**src/rtl/core/fflpt_pkg.sv**
```systemverilog
package fflpt_pkg;

	// Default number of physical frames
	localparam int NUM_FRAMES_DEF = 256;

	// Configuration port geometry
	localparam int CFG_DATA_W = 32;
	localparam int CFG_ADDR_W = 3;
	localparam int FC_W       = 9;

	// Register index of frame_count (byte address bit 2)
	localparam logic REG_FRAME_COUNT = 1'b0;

	typedef enum logic [1:0] {
		ACT_ALLOC      = 2'd0,
		ACT_RELEASE    = 2'd1,
		ACT_SET_HANDLE = 2'd2,
		ACT_READ       = 2'd3
	} action_t;

	typedef enum logic [1:0] {
		STS_OK       = 2'd0,
		STS_NO_FREE  = 2'd1,
		STS_RANGE    = 2'd2,
		STS_NOT_USED = 2'd3
	} status_t;

	typedef enum logic [1:0] {
		S_CLEAR    = 2'd0,
		S_IDLE     = 2'd1,
		S_ENTRY_RD = 2'd2,
		S_EXEC     = 2'd3
	} state_t;

	// One page table entry
	typedef struct packed {
		logic [15:0] pid;
		logic [31:0] vpage;
		logic        refd;
		logic [15:0] handle;
	} entry_t;

	// Controller to datapath
	typedef struct packed {
		logic capture;
		logic entry_rd;
		logic exec;
		logic clear_wr;
	} cmd_t;

	// Datapath to controller
	typedef struct packed {
		logic clear_last;
		logic out_free;
	} stat_t;

endpackage

```
**src/rtl/core/fflpt_ctrl.sv**
```systemverilog
module fflpt_ctrl (
	input  logic             clk,
	input  logic             arst_n,
	input  logic             in_valid,
	output logic             in_stall,
	input  logic             cfg_wr,
	input  fflpt_pkg::stat_t stat,
	output fflpt_pkg::cmd_t  cmd
);

	fflpt_pkg::state_t state_q;
	fflpt_pkg::state_t state_nxt;

	// Hold the state
	always_ff @(posedge clk or negedge arst_n) begin
		if (!arst_n) begin
			state_q <= fflpt_pkg::S_CLEAR;
		end else begin
			state_q <= state_nxt;
		end
	end

	// Next state
	always_comb begin
		state_nxt = state_q;
		unique case (state_q)
			fflpt_pkg::S_CLEAR: begin
				if (!cfg_wr && stat.clear_last) begin
					state_nxt = fflpt_pkg::S_IDLE;
				end
			end
			fflpt_pkg::S_IDLE: begin
				if (cfg_wr) begin
					state_nxt = fflpt_pkg::S_CLEAR;
				end else if (in_valid) begin
					state_nxt = fflpt_pkg::S_ENTRY_RD;
				end
			end
			fflpt_pkg::S_ENTRY_RD: begin
				state_nxt = fflpt_pkg::S_EXEC;
			end
			fflpt_pkg::S_EXEC: begin
				if (stat.out_free) begin
					state_nxt = fflpt_pkg::S_IDLE;
				end
			end
			default: begin
				state_nxt = fflpt_pkg::S_CLEAR;
			end
		endcase
		// restart the sweep on any frame_count write
		if (cfg_wr) begin
			state_nxt = fflpt_pkg::S_CLEAR;
		end
	end

	// Outputs
	always_comb begin
		cmd      = '0;
		in_stall = 1'b1;
		unique case (state_q)
			fflpt_pkg::S_CLEAR: begin
				cmd.clear_wr = !cfg_wr;
			end
			fflpt_pkg::S_IDLE: begin
				// hold off the item while frame_count is being written
				in_stall    = cfg_wr;
				cmd.capture = in_valid && !cfg_wr;
			end
			fflpt_pkg::S_ENTRY_RD: begin
				cmd.entry_rd = 1'b1;
			end
			fflpt_pkg::S_EXEC: begin
				cmd.exec = stat.out_free;
			end
			default: begin
				cmd = '0;
			end
		endcase
	end

endmodule

```
**config.mk**
```make
export PLATFORM = sky130hd
export DESIGN_NAME = fflpt_ctrl
export DESIGN_NICKNAME = d
export VERILOG_FILES = /design/src/rtl/core/fflpt_pkg.sv /design/src/rtl/core/fflpt_ctrl.sv
export SDC_FILE = /design/constraint.sdc
export NUM_CORES = 1
export LEC_CHECK = 0
export BUFFER_PORTS_ARGS = -buffer_cell sky130_fd_sc_hd__buf_2
export CAP_MARGIN = 20
export CORE_AREA = 2 2 39 41
export CTS_CLUSTER_SIZE = 25
export DETAILED_ROUTE_END_ITERATION = 12
export DIE_AREA = 0 0 41 43
export PLACE_DENSITY = 0.36
export SLEW_MARGIN = 20
export SYNTH_ARGS = -nofsm -noshare
export SYNTH_HDL_FRONTEND = slang
export SYNTH_SLANG_ARGS = --single-unit
```
**constraint.sdc**
```tcl
create_clock -name clk -period 1.5 [get_ports clk]
set_input_delay 0.075 -clock clk [delete_from_list [all_inputs] [get_ports clk]]
set_output_delay 0.075 -clock clk [all_outputs]
set_load 0.05 [all_outputs]
```
==> results.md <==
* Unrepaired setup endpoints after global routing: yes
* Bufs on Longest Clock Path at 2
* Launching point of the worst reg2reg path: state_q[0]$_DFFE_PN0P_
* Post-Route Skew at 1.90 ps
* Via total after detailed routing at 204
* Synthesized netlist cell count at 23
* Final routed wire length divided by cell count at 8.33 µm
* Count of synthesis-stage warnings from yosys at 0
* Share of the yosys chip area belonging to registers at 24.4%
* Number of pins with negative max-slew slack in the final report at 0
* Count of final setup violators at 0
* Maximum ir drop on the vdd rail at 0.000602 V
* Total wire length at 475 µm
* Vias in the first global route at 209
* Static Leakage at 0.000192 µW
* Nets@finish at 54
* Fill cell total of the finished layout at 156
* Worst endpoint required time at 1600 ps
* Pwr/cell area at 1480 nW/µm²
* Residual antenna-violating net count after detailed routing at 0
* Post-layout utilization of the core at 26.3%
* Setup slack of the most critical reg-to-reg path at 20 ps
* Clk root buf: sky130_fd_sc_hd__clkbuf_4
* Period Utilization, post-route at 98.9%
* Max transition margin at 74.9%
* # diodes at 0
* Layout area overhead at 77.4%
* Netlist Area Pre-Place at 205 µm²
* Biggest fanout along the worst timing path at 4
* CTS tree: yes
* Number of cells traversed by the worst register-to-register path at 3
* Share of post-route cells with drive strength above 1 at 58.5%
* Starting DRC count in detailed routing at 3
* DIE HEIGHT at 43 µm
* Total cell area at the placement stage at 318 µm²
* CTS Sinks at 2
* Run status: completed
* Worst Max-Slew Pin Slew at 376 ps
* Final non-filler cell area at 364 µm²
* Number of clock buffers inserted by TritonCTS at 3
* Gp weighted congestion at 0.674
* Post-synthesis cell type count at 10
* Starting density of the core at 14.8%
* Type of the most critical hold path: input port to asynchronous set/reset pin
* Latest clock arrival within the worst-skew pair at 220 ps
* Worst setup path startpoint: state_q[0]$_DFFE_PN0P_
* Number of antenna violations at the first check in global routing at 0
* Port bufs at 10
* CP arrival at 1580 ps
* DR pass1 iterations at 4
* Largest register FFs at 2
* Clock slew at reported path FFs at 30 ps
* Category of the critical setup timing path: register to register
* Count of final hold-check violations at 0
* Critical Path End Type: register
* Crit path launch type: register
* Largest net degree at the start of global routing at 7
* Number of rows created at floorplan at 14
* Wire length of the first global-routing pass at 724 µm
* Most flop-heavy register: state_q
* Via density at 3.58
* Critical register-to-register path endpoint: state_q[0]$_DFFE_PN0P_
* H-tree depth reported by CTS at 1
* Shortest clock period the worst path allows after layout at 1480 ps
* Total gr overflow at 0
* GRT Overall Usage at 6.42%
* Commonest cells after routing, fill and taps aside: 10 x sky130_fd_sc_hd__buf_2, 4 x sky130_fd_sc_hd__buf_4, 3 x sky130_fd_sc_hd__inv_1, 3 x sky130_fd_sc_hd__nand2b_1, 3 x sky130_fd_sc_hd__clkbuf_4
* Area of the core at 1380 µm²
* Fmax achieved at 674 MHz
* Tot Pwr at 538 µW
* Post-synthesis average cell area at 8.92 µm²
* Die span in x at 41 µm
* Synth Net Count at 34
* Maximum Capacitance Violations at 0
* Top-level I/O count at 11
* Die area at 1760 µm²
* Most common cell after layout, fill and taps aside: sky130_fd_sc_hd__buf_2
* Number of synthesized register bits at 2
* Biggest regs: state_q x2
* Drc violations at 0
-- cell type report --
class	count	area, µm²	area share, %
repair buffers	15	90.1	24.7
flip-flops and latches	2	51.3	14.1
well taps	16	20.0	5.50
clock buffers	3	22.5	6.19
inverters	5	18.8	5.15
multi-input cells	16	161	44.3
-- how the worst max path moves through the flow --
stage                     slack [ps]                endpoint  depth (start not counted)
final                             20  state_q[0]$_DFFE_PN0P_                          3
after global routing             -90  state_q[0]$_DFFE_PN0P_                          4
after CTS                        -20  state_q[0]$_DFFE_PN0P_                          3
after detailed placement         -40  state_q[0]$_DFFE_PN0P_                          4
after global placement           -30  state_q[0]$_DFFE_PN0P_                          3
after floorplan                   -4  state_q[0]$_DFFE_PN0P_                          4
-- kinds of logic (layout without fill, tap and decap cells) --
family / after synthesis / count (layout) / synth area share (%)
and+or+nand+nor: 8 / 8 / 20.7
adders and majority gates: 5 / 5 / 30.5
buffers and inverters: 5 / 23 / 9.15
muxes: 2 / 2 / 10.4
DFF: 2 / 2 / 24.4
AOI/OAI and AO/OA: 1 / 1 / 4.88
-- metrics by stage --
step	TNS [ps]	hold WS [ps]	setup slack [ps]	instances
4_1_cts	-19.2	148	-19.2	56
3_5_place_dp	-53.5	-138	-44.0	52
5_1_grt	-144	170	-87.6	57
2_1_floorplan	-4.08	-221	-4.08	23
3_3_place_gp	-32.4	-137	-31.8	52
6_report	0	161	17.0	57
-- worst max-delay path: stages (launching register included) --
cell                       delay, ps
sky130_fd_sc_hd__dfrtp_2         440
sky130_fd_sc_hd__ha_4            170
sky130_fd_sc_hd__a222oi_1        390
sky130_fd_sc_hd__mux2_1          360
-- cell usage after synthesis --
cell,instances,area [µm²]
sky130_fd_sc_hd__dfrtp_1,2,50.1
sky130_fd_sc_hd__nor2_1,3,11.3
sky130_fd_sc_hd__nand2b_1,3,18.8
sky130_fd_sc_hd__a222oi_1,1,10.0
sky130_fd_sc_hd__inv_1,5,18.8
sky130_fd_sc_hd__and2_1,1,6.26
sky130_fd_sc_hd__ha_1,5,62.6
sky130_fd_sc_hd__nor2b_1,1,6.26
sky130_fd_sc_hd__mux2_1,1,11.3
sky130_fd_sc_hd__mux2i_1,1,10.0
-- layer usage --
| layer | global-route usage (%) | part of all wire [%] |
|---|---|---|
| met5 | 0 | 0 |
| met4 | 6.00 | 0 |
| met3 | 1.57 | 11 |
| met1 | 5.77 | 37 |
| met2 | 10.6 | 52 |
-- report_power, final --
group | total (µW) | switching [µW] | internal [µW] | leakage, µW
sequential | 101 | 26.9 | 74.3 | 0.0000249
combinational | 317 | 183 | 134 | 0.000153
clock | 120 | 31.8 | 88.4 | 0.0000138
total | 538 | 242 | 297 | 0.000192
-- what timing repair did --
action                                  CTS  global route
resized for setup                         3             1
pin swaps                                 2             1
endpoints found under the setup margin    2             2
hold buffers                              1             0
endpoints found under the hold margin     2             0
buffers inserted                          0             1
Note: power is estimated with default switching activity, not from simulation.
